--- config.mk ---
export PLATFORM = sky130hd
export DESIGN_NAME = alert_classify_with_hysteresis_unit_flat
export DESIGN_NICKNAME = d
export VERILOG_FILES = /design/src/hdl/acwh_pkg.sv /design/src/hdl/acwh_ifs.sv /design/src/hdl/acwh_classify.sv /design/src/hdl/alert_classify_with_hysteresis_unit.sv /design/src/flat_wrapper.sv
export SDC_FILE = /design/constraint.sdc
export NUM_CORES = 1
export LEC_CHECK = 0
export ABC_AREA = 1
export CAP_MARGIN = 30
export CORE_MARGIN = 4
export CORE_UTILIZATION = 25
export CTS_BUF_LIST = sky130_fd_sc_hd__clkbuf_8
export CTS_CLUSTER_SIZE = 30
export DETAILED_ROUTE_END_ITERATION = 6
export DONT_BUFFER_PORTS = 1
export PLACE_DENSITY_LB_ADDON = 0.12
export SETUP_SLACK_MARGIN = 0.3
export SYNTH_ARGS = -nofsm -noshare
export SYNTH_HDL_FRONTEND = slang
export SYNTH_SLANG_ARGS = --single-unit
--- constraint.sdc ---
create_clock -name clk_i -period 9.4 [get_ports clk_i]
set_clock_uncertainty 0.05 [all_clocks]
set_input_delay 0.94 -clock clk_i [delete_from_list [all_inputs] [get_ports clk_i]]
set_output_delay 0.94 -clock clk_i [all_outputs]
set_load 0.1 [all_outputs]
--- src/hdl/acwh_pkg.sv ---
// Package of the alert classifier: level and register codes, frame and result
// records, thresholds and haptic tables. No dependencies.
package acwh_pkg;

  localparam int unsigned CfgIdxW  = 3;
  localparam int unsigned CfgDataW = 24;

  typedef enum logic [2:0] {
    LVL_NOMINAL  = 3'd0,
    LVL_ADVISORY = 3'd1,
    LVL_CAUTION  = 3'd2,
    LVL_PULLOVER = 3'd3,
    LVL_ESCALATE = 3'd4
  } level_e;

  typedef enum logic [CfgIdxW-1:0] {
    CFG_HYST_UP    = 3'd0,
    CFG_HYST_DOWN  = 3'd1,
    CFG_DRIVE_LIM  = 3'd2,
    CFG_CRASH_G    = 3'd3,
    CFG_HEART_HIGH = 3'd4,
    CFG_HEART_LOW  = 3'd5
  } cfg_idx_e;

  localparam logic [3:0] COUNT_MAX = 4'd15;

  localparam logic [3:0]  RST_HYST_UP    = 4'd3;
  localparam logic [3:0]  RST_HYST_DOWN  = 4'd8;
  localparam logic [23:0] RST_DRIVE_LIM  = 24'd5400;
  localparam logic [11:0] RST_CRASH_G    = 12'd512;
  localparam logic [7:0]  RST_HEART_HIGH = 8'd120;
  localparam logic [7:0]  RST_HEART_LOW  = 8'd45;

  localparam logic [9:0]  SPO2_CRIT  = 10'd920;
  localparam logic [15:0] HRV_CRIT   = 16'd150;
  localparam logic [15:0] HRV_LOW    = 16'd200;
  localparam logic [13:0] EAR_CRIT   = 14'd1500;
  localparam logic [13:0] PCL_CRIT   = 14'd8000;
  localparam logic [13:0] PCL_YAWN   = 14'd2500;
  localparam logic [13:0] PCL_ADV    = 14'd1500;
  localparam logic [7:0]  YAWN_MIN   = 8'd3;

  typedef struct packed {
    logic [11:0] g_peak;
    logic [9:0]  oxygen_sat;
    logic [15:0] hrv;
    logic [13:0] eye_aspect;
    logic [13:0] eye_closure;
    logic [7:0]  heart_rate;
    logic [7:0]  yawns;
    logic        ecg_lost;
    logic [23:0] drive_time;
  } frame_t;

  typedef struct packed {
    logic [2:0]  raw_level;
    logic [2:0]  stable_level;
    logic [6:0]  haptic_percent;
    logic [11:0] haptic_ms;
    logic [6:0]  haptic_hz;
  } result_t;

  typedef struct packed {
    logic [3:0]  hyst_up;
    logic [3:0]  hyst_down;
    logic [23:0] drive_limit_s;
    logic [11:0] crash_g;
    logic [7:0]  heart_high;
    logic [7:0]  heart_low;
  } cfg_t;

  function automatic logic [6:0] haptic_pct(level_e lvl);
    logic [6:0] r;
    unique case (lvl)
      LVL_ADVISORY: r = 7'd30;
      LVL_CAUTION:  r = 7'd60;
      LVL_PULLOVER: r = 7'd85;
      LVL_ESCALATE: r = 7'd100;
      default:      r = 7'd0;
    endcase
    return r;
  endfunction

  function automatic logic [11:0] haptic_dur(level_e lvl);
    logic [11:0] r;
    unique case (lvl)
      LVL_ADVISORY: r = 12'd500;
      LVL_CAUTION:  r = 12'd800;
      LVL_PULLOVER: r = 12'd2000;
      LVL_ESCALATE: r = 12'd3000;
      default:      r = 12'd0;
    endcase
    return r;
  endfunction

  function automatic logic [6:0] haptic_rate(level_e lvl);
    logic [6:0] r;
    unique case (lvl)
      LVL_ADVISORY: r = 7'd40;
      LVL_CAUTION:  r = 7'd60;
      LVL_PULLOVER: r = 7'd80;
      LVL_ESCALATE: r = 7'd100;
      default:      r = 7'd0;
    endcase
    return r;
  endfunction

endpackage

--- src/hdl/acwh_ifs.sv ---
// Request channels of the alert classifier: sensor frames in, results out.
// Depends on acwh_pkg.
interface acwh_in_if;
  import acwh_pkg::*;
  logic   valid;
  logic   ready;
  frame_t data;
  modport source (output valid, output data, input ready);
  modport sink (input valid, input data, output ready);
endinterface

interface acwh_out_if;
  import acwh_pkg::*;
  logic    valid;
  logic    ready;
  result_t data;
  modport source (output valid, output data, input ready);
  modport sink (input valid, input data, output ready);
endinterface

--- src/hdl/acwh_classify.sv ---
// Prioritised threshold classifier: one frame to a raw alert level.
// Depends on acwh_pkg.
module acwh_classify (
  input  acwh_pkg::frame_t frame_i,
  input  acwh_pkg::cfg_t   cfg_i,
  output acwh_pkg::level_e raw_o
);
  import acwh_pkg::*;

  always_comb begin
    priority if (frame_i.g_peak >= cfg_i.crash_g) begin
      raw_o = LVL_ESCALATE;
    end else if (frame_i.oxygen_sat < SPO2_CRIT && frame_i.hrv < HRV_CRIT) begin
      raw_o = LVL_ESCALATE;
    end else if (frame_i.eye_aspect < EAR_CRIT || frame_i.eye_closure > PCL_CRIT) begin
      raw_o = LVL_ESCALATE;
    end else if (frame_i.heart_rate > cfg_i.heart_high ||
                 (frame_i.heart_rate != 8'd0 && frame_i.heart_rate < cfg_i.heart_low)) begin
      raw_o = LVL_PULLOVER;
    end else if (frame_i.eye_closure > PCL_YAWN && frame_i.yawns >= YAWN_MIN) begin
      raw_o = LVL_CAUTION;
    end else if (frame_i.hrv < HRV_LOW && !frame_i.ecg_lost) begin
      raw_o = LVL_ADVISORY;
    end else if (frame_i.drive_time > cfg_i.drive_limit_s) begin
      raw_o = LVL_ADVISORY;
    end else if (frame_i.eye_closure > PCL_ADV) begin
      raw_o = LVL_ADVISORY;
    end else begin
      raw_o = LVL_NOMINAL;
    end
  end

endmodule

--- src/hdl/alert_classify_with_hysteresis_unit.sv ---
// Top level of the alert classifier with hysteresis.
// Depends on acwh_pkg, acwh_ifs and acwh_classify.
//
// Usage:
//   in_if   : sensor frame requests (valid/ready), one frame per request.
//   out_if  : one result request per frame: raw level, stable level and the
//             haptic intensity, duration and PWM rate of the stable level.
//   cfg_*   : register writes, index 0..5, taken at any edge with cfg_we_i high;
//             other indexes are ignored. Write only while the block is idle.
// Timing:
//   A taken frame is held in the input register and its result in the result
//   register; classification and the hysteresis update sit between the
//   input and result registers. One frame per cycle is sustained while each
//   result is taken; the hysteresis state loop closes through combinational logic.
// Reset:
//   Configuration registers return to their defaults, levels to nominal, both stages empty.
// Stall:
//   A result that is not taken is held; the input register still accepts one
//   more frame, after which in_if.ready stays low until the result is taken.
module alert_classify_with_hysteresis_unit (
  input  logic                           clk_i,
  input  logic                           rst_ni,
  acwh_in_if.sink                        in_if,
  acwh_out_if.source                     out_if,
  input  logic                           cfg_we_i,
  input  logic [acwh_pkg::CfgIdxW-1:0]   cfg_idx_i,
  input  logic [acwh_pkg::CfgDataW-1:0]  cfg_data_i
);
  import acwh_pkg::*;

  cfg_t    cfg_q;
  frame_t  s1_data_q;
  logic    s1_valid_q, s1_valid_d;
  logic    out_valid_q, out_valid_d;
  result_t res_q, res_d;
  level_e  cur_q, cur_d, pend_q, pend_d;
  logic [3:0] cnt_q, cnt_d, cnt_inc, thr;
  level_e  raw;
  logic    s2_free, s2_load, in_take, adopt;

  // configuration registers
  always_ff @(posedge clk_i or negedge rst_ni) begin
    if (!rst_ni) begin
      cfg_q.hyst_up       <= RST_HYST_UP;
      cfg_q.hyst_down     <= RST_HYST_DOWN;
      cfg_q.drive_limit_s <= RST_DRIVE_LIM;
      cfg_q.crash_g       <= RST_CRASH_G;
      cfg_q.heart_high    <= RST_HEART_HIGH;
      cfg_q.heart_low     <= RST_HEART_LOW;
    end else if (cfg_we_i) begin
      unique case (cfg_idx_e'(cfg_idx_i))
        CFG_HYST_UP:    cfg_q.hyst_up       <= cfg_data_i[3:0];
        CFG_HYST_DOWN:  cfg_q.hyst_down     <= cfg_data_i[3:0];
        CFG_DRIVE_LIM:  cfg_q.drive_limit_s <= cfg_data_i[23:0];
        CFG_CRASH_G:    cfg_q.crash_g       <= cfg_data_i[11:0];
        CFG_HEART_HIGH: cfg_q.heart_high    <= cfg_data_i[7:0];
        CFG_HEART_LOW:  cfg_q.heart_low     <= cfg_data_i[7:0];
        default: ;
      endcase
    end
  end

  // handshake
  assign s2_free      = !out_valid_q || out_if.ready;
  assign s2_load      = s1_valid_q && s2_free;
  assign in_if.ready  = !s1_valid_q || s2_free;
  assign in_take      = in_if.valid && in_if.ready;
  assign s1_valid_d   = in_take ? 1'b1 : (s2_free ? 1'b0 : s1_valid_q);
  assign out_valid_d  = s2_free ? s1_valid_q : 1'b1;

  acwh_classify u_classify (
    .frame_i (s1_data_q),
    .cfg_i   (cfg_q),
    .raw_o   (raw)
  );

  // hysteresis
  always_comb begin
    if (raw == pend_q) begin
      cnt_inc = (cnt_q == COUNT_MAX) ? cnt_q : cnt_q + 4'd1;
    end else begin
      cnt_inc = 4'd1;
    end
    thr    = (raw > cur_q) ? cfg_q.hyst_up : cfg_q.hyst_down;
    adopt  = cnt_inc >= thr;
    pend_d = raw;
    cur_d  = adopt ? raw : cur_q;
    cnt_d  = adopt ? 4'd0 : cnt_inc;

    res_d.raw_level      = raw;
    res_d.stable_level   = cur_d;
    res_d.haptic_percent = haptic_pct(cur_d);
    res_d.haptic_ms      = haptic_dur(cur_d);
    res_d.haptic_hz      = haptic_rate(cur_d);
  end

  always_ff @(posedge clk_i or negedge rst_ni) begin
    if (!rst_ni) begin
      s1_valid_q  <= 1'b0;
      out_valid_q <= 1'b0;
      cur_q       <= LVL_NOMINAL;
      pend_q      <= LVL_NOMINAL;
      cnt_q       <= 4'd0;
    end else begin
      s1_valid_q  <= s1_valid_d;
      out_valid_q <= out_valid_d;
      if (s2_load) begin
        cur_q  <= cur_d;
        pend_q <= pend_d;
        cnt_q  <= cnt_d;
      end
    end
  end

  always_ff @(posedge clk_i) begin
    if (in_take) begin
      s1_data_q <= in_if.data;
    end
    if (s2_load) begin
      res_q <= res_d;
    end
  end

  assign out_if.valid = out_valid_q;
  assign out_if.data  = res_q;

endmodule

--- src/flat_wrapper.sv ---
// flat-port wrapper written by rule: the top's interface ports become plain ports
module alert_classify_with_hysteresis_unit_flat import acwh_pkg::*;
  (clk_i, rst_ni, cfg_we_i, cfg_idx_i, cfg_data_i, in_if_valid, in_if_data, in_if_ready, out_if_valid, out_if_data, out_if_ready);
  acwh_in_if in_if_i ();
  acwh_out_if out_if_i ();
  input  logic clk_i;
  input  logic rst_ni;
  input  logic cfg_we_i;
  input  logic [acwh_pkg::CfgIdxW-1:0] cfg_idx_i;
  input  logic [acwh_pkg::CfgDataW-1:0] cfg_data_i;
  input wire logic [$bits(in_if_i.valid)-1:0] in_if_valid;
  input wire logic [$bits(in_if_i.data)-1:0] in_if_data;
  output wire logic [$bits(in_if_i.ready)-1:0] in_if_ready;
  output wire logic [$bits(out_if_i.valid)-1:0] out_if_valid;
  output wire logic [$bits(out_if_i.data)-1:0] out_if_data;
  input wire logic [$bits(out_if_i.ready)-1:0] out_if_ready;
  assign in_if_i.valid = in_if_valid;
  assign in_if_i.data = in_if_data;
  assign in_if_ready = in_if_i.ready;
  assign out_if_valid = out_if_i.valid;
  assign out_if_data = out_if_i.data;
  assign out_if_i.ready = out_if_ready;
  alert_classify_with_hysteresis_unit u_core (.clk_i(clk_i), .rst_ni(rst_ni), .in_if(in_if_i), .out_if(out_if_i), .cfg_we_i(cfg_we_i), .cfg_idx_i(cfg_idx_i), .cfg_data_i(cfg_data_i));
endmodule
==> flow_summary.yaml <==
worst_setup_path:
  critPathCaptureType: "flop"
  critPathKind: "reg -> reg"
  cp_cell_sequence: "inv_1 -> ha_1 -> a21oi_1 -> o21a_1 -> nand4_1 -> nor3_4 -> nand2_2 -> inv_1 -> ha_1 -> nand2_1 -> o21ai_0 -> nand2_1 -> mux2i_1 -> ha_1 -> inv_1 -> nor2_1 -> o211ai_1 -> nand3_1 -> inv_1 -> nand2_1 -> o21ai_2 -> inv_2 -> nand4_2 -> nand3_1"
  regToRegEndpoint: "u_core.out_if.data[5]"
  startpoint_type: "flop"
  rr_startpoint: "u_core.cfg_q[25]"
  r2r_setup_slack_ns: 4.67
  crit_fanout: 7
  crit_buf_inv: 5
  critical-path-top-delay-family: "simple AND/OR/NAND/NOR gates"
  reg2reg_depth: 24
  cp.required_ns: 9.58
  cp_slowest_cell: "dfstp_2"
  slowest_delay_ns: 0.54
  cp_common_cell: "inv_1"
  cp.arrival_ns: 4.90
clock_network:
  worstSkewPairLatency_ns: 0.48
  root_buffer: "clkbuf_8"
  clock_path_buffers: 2
  cts_inserted_buffers: 17
  path_clk_slew_ns: 0.11
  hold_buffers: 0
  htreeDepth: 4
  cts_sinks: 192
  cts_tree: "yes"
  cts_resized: 0
  post_cts_buffers: 0
logic_synthesis:
  seq_area_frac_synth_pct: 62.8
  async_reset_ff_share_pct: 37.5
  synth-main-ff-cell: "edfxtp_1"
  postSynthCellCount: 789
  ys_ff_latch: 192
  syn_area_mm2: 0.00864
  synthDistinctLibCells: 43
  avgSynthCellArea_um2: 10.9
  ys_warn_count: 0
  synth_edf_count: 120
power_and_ir_drop:
  power_leakage_uw: 0.00433
  clkPwrFrac_pct: 22.3
  ir_drop_v: 0.000200
  power_frac_comb_pct: 27.9
  p_seq_share_pct: 49.8
  p_sw_uw: 1170
  power_density_mw_per_mm2: 290
  swShare_pct: 40.7
  p_int_uw: 1700
floorplan:
  die-area_mm2: 0.0376
  die_w_um: 194
  rows: 67
  ioPinCount: 173
  start_util_pct: 25.6
  die_y_um: 194
  core_area_mm2: 0.0338
sta:
  drv_slew: 0
  fmaxAchievable_ghz: 0.212
  rsz0062_at_grt: "no"
  setup_violations: 0
  period_minus_slack_ns: 4.73
  hold_viol: 0
  fin_setup_tns_ns: 0
  slew_headroom_pct: 31.2
  setup_ws_ns: 4.67
  post-route-period-util_pct: 50.3
  worst_pin_slew_ns: 1.03
layout:
  fill_cells: 3487
  stdcell_count: 1264
  nets: 1000
  area_delta_synth_final_pct: 14.5
  drive_gt1_share_pct: 10.9
  final_util_pct: 29.3
worst_hold_path:
  hold_class: "in -> async"
outcome:
  outcome: "finished clean"
grt:
  overflow: 0
  antenna_found_initial: 2
  track_usage_pct: 10.2
  grt_max_degree: 78
  grtUsageMet1_pct: 13.1
  grt_pass1_wl_mm: 29.6
  grt_pass1_vias: 5165
  grt_use_met2_pct: 15.9
  grt-busiest-layer: "met2"
  grtUsageMet3_pct: 4.26
detailed_routing:
  drc: 0
  post_drt_wl_per_cell_um: 14.8
  routed_via_density: 4.04
  finalWirelength_mm: 18.7
  initialDrtViolationCount: 194
  vias: 5111
  ant_nets: 0
  drt_first_pass_iters: 4
placement:
  io_buffers: 0
  placedCellCount: 1229
  gp_congestion: 0.729
  pre_cts_slack_ns: 4.53
  dp_hpwl_mm: 13.8
flow_run:
  max_cap_violations: 0
## worst register-to-register path, cell delays in order (launching register included)
cell	delay [ns]
dfstp_2	0.54
inv_1	0.04
ha_1	0.28
a21oi_1	0.13
o21a_1	0.14
nand4_1	0.25
nor3_4	0.40
nand2_2	0.15
inv_1	0.11
ha_1	0.25
nand2_1	0.06
o21ai_0	0.06
nand2_1	0.21
mux2i_1	0.25
ha_1	0.27
inv_1	0.06
nor2_1	0.04
o211ai_1	0.15
nand3_1	0.24
inv_1	0.22
nand2_1	0.08
o21ai_2	0.11
inv_2	0.11
nand4_2	0.19
nand3_1	0.10
## power by group through the flow
stage,Clock [µW],Sequential [µW],Combinational (µW)
final,638,1430,800
after floorplan,0,1410,619
after detailed placement,0,1450,817
after CTS,678,1430,819
after global placement,0,1450,808
after global routing,708,1440,904
## flip-flops by register name, summed over array words and instances (netlist names)
signal and cells:
u_core.cnt_q 4, u_core.out_if.valid 1, u_core.s1_data_q 101, u_core.out_if.data 19, u_core.pend_q 3, u_core.cur_q 3
u_core.cfg_q 60, u_core.s1_valid_q 1
## through the flow
stage / hold WS (ns) / cell area, µm² / power (µW)
after CTS: 0.0324 / 9830 / 2930
after floorplan: 0.398 / 8650 / 2030
after detailed placement: 0.424 / 9370 / 2260
final: 0.0985 / 9890 / 2860
after global routing: 0.0211 / 9880 / 3050
after global placement: 0.415 / 9340 / 2250
## cells in the mapped netlist (5+ instances only)
master    count  area (µm²)
nand2_1     162         608
edfxtp_1    120        3600
inv_1       109         409
o21ai_0      62         310
ha_1         59         738
nor2_1       58         218
dfrtp_1      55        1380
a21oi_1      37         185
nand3_1      26         130
dfstp_2      17         447
buf_4        13        97.6
clkbuf_1     10        37.5
nand2_4       5        56.3
## cells in the final DEF (no fill, tap or decap), types with 12 or more instances in the layout
cell type / Yosys / final
nand3_1: 26 / 25
nor2_1: 58 / 58
edfxtp_1: 120 / 120
buf_16: 0 / 12
nand2_1: 162 / 162
clkbuf_8: 0 / 17
a21oi_1: 37 / 37
dfstp_2: 17 / 17
o21ai_0: 62 / 62
inv_1: 109 / 108
dfrtp_1: 55 / 55
ha_1: 59 / 59
## logic make-up (layout without fill, tap and decap cells)
kind of cell,count (synthesis),count (layout),share of synthesized area [%]
buffers and inverters,139,162,6.62
adder cells (fa/ha/maj),59,59,8.55
multiplexers,4,4,0.478
XOR/XNOR,2,2,0.203
flip-flops,192,192,62.8
other,1,5,0.0434
AND/OR/NAND/NOR,279,279,14.4
AO/OA/AOI/OAI,113,113,6.85
## metal layers
| metal | part of all wire, % | vias to the layer above | wire (µm) |
|---|---|---|---|
| met3 | 6.0 | 8 | 1130 |
| li1 | - | 2637 | - |
| met2 | 47 | 106 | 8770 |
| met5 | 0.070 | - | 13 |
| met4 | 0.55 | 2 | 102 |
| met1 | 46 | 2358 | 8690 |
## worst max-delay path by stage
stage,from,endpoint,slack [ns],cells after the start
after global placement,u_core.cfg_q[25],u_core.out_if.data[5],4.55,24
after global routing,u_core.cfg_q[25],u_core.out_if.data[5],4.15,24
after CTS,u_core.cfg_q[25],u_core.out_if.data[5],4.50,24
after detailed placement,u_core.cfg_q[25],u_core.out_if.data[5],4.53,24
after floorplan,u_core.out_if.valid,u_core.s1_data_q[0],5.02,3
final,u_core.cfg_q[25],u_core.out_if.data[5],4.67,24
## area by class of cell
class                   instances  area (µm²)  share of cell area, %
repair buffers                 14         342                   3.46
clock buffers                  17         234                   2.37
inverters                     116         439                   4.44
clock inverters                15         226                   2.29
multi-input cells             461        2660                   26.9
diodes                          1        2.50                 0.0253
well taps                     448         561                   5.67
flip-flops and latches        192        5430                   54.9
No activity file was read; power rests on OpenSTA's default activity.
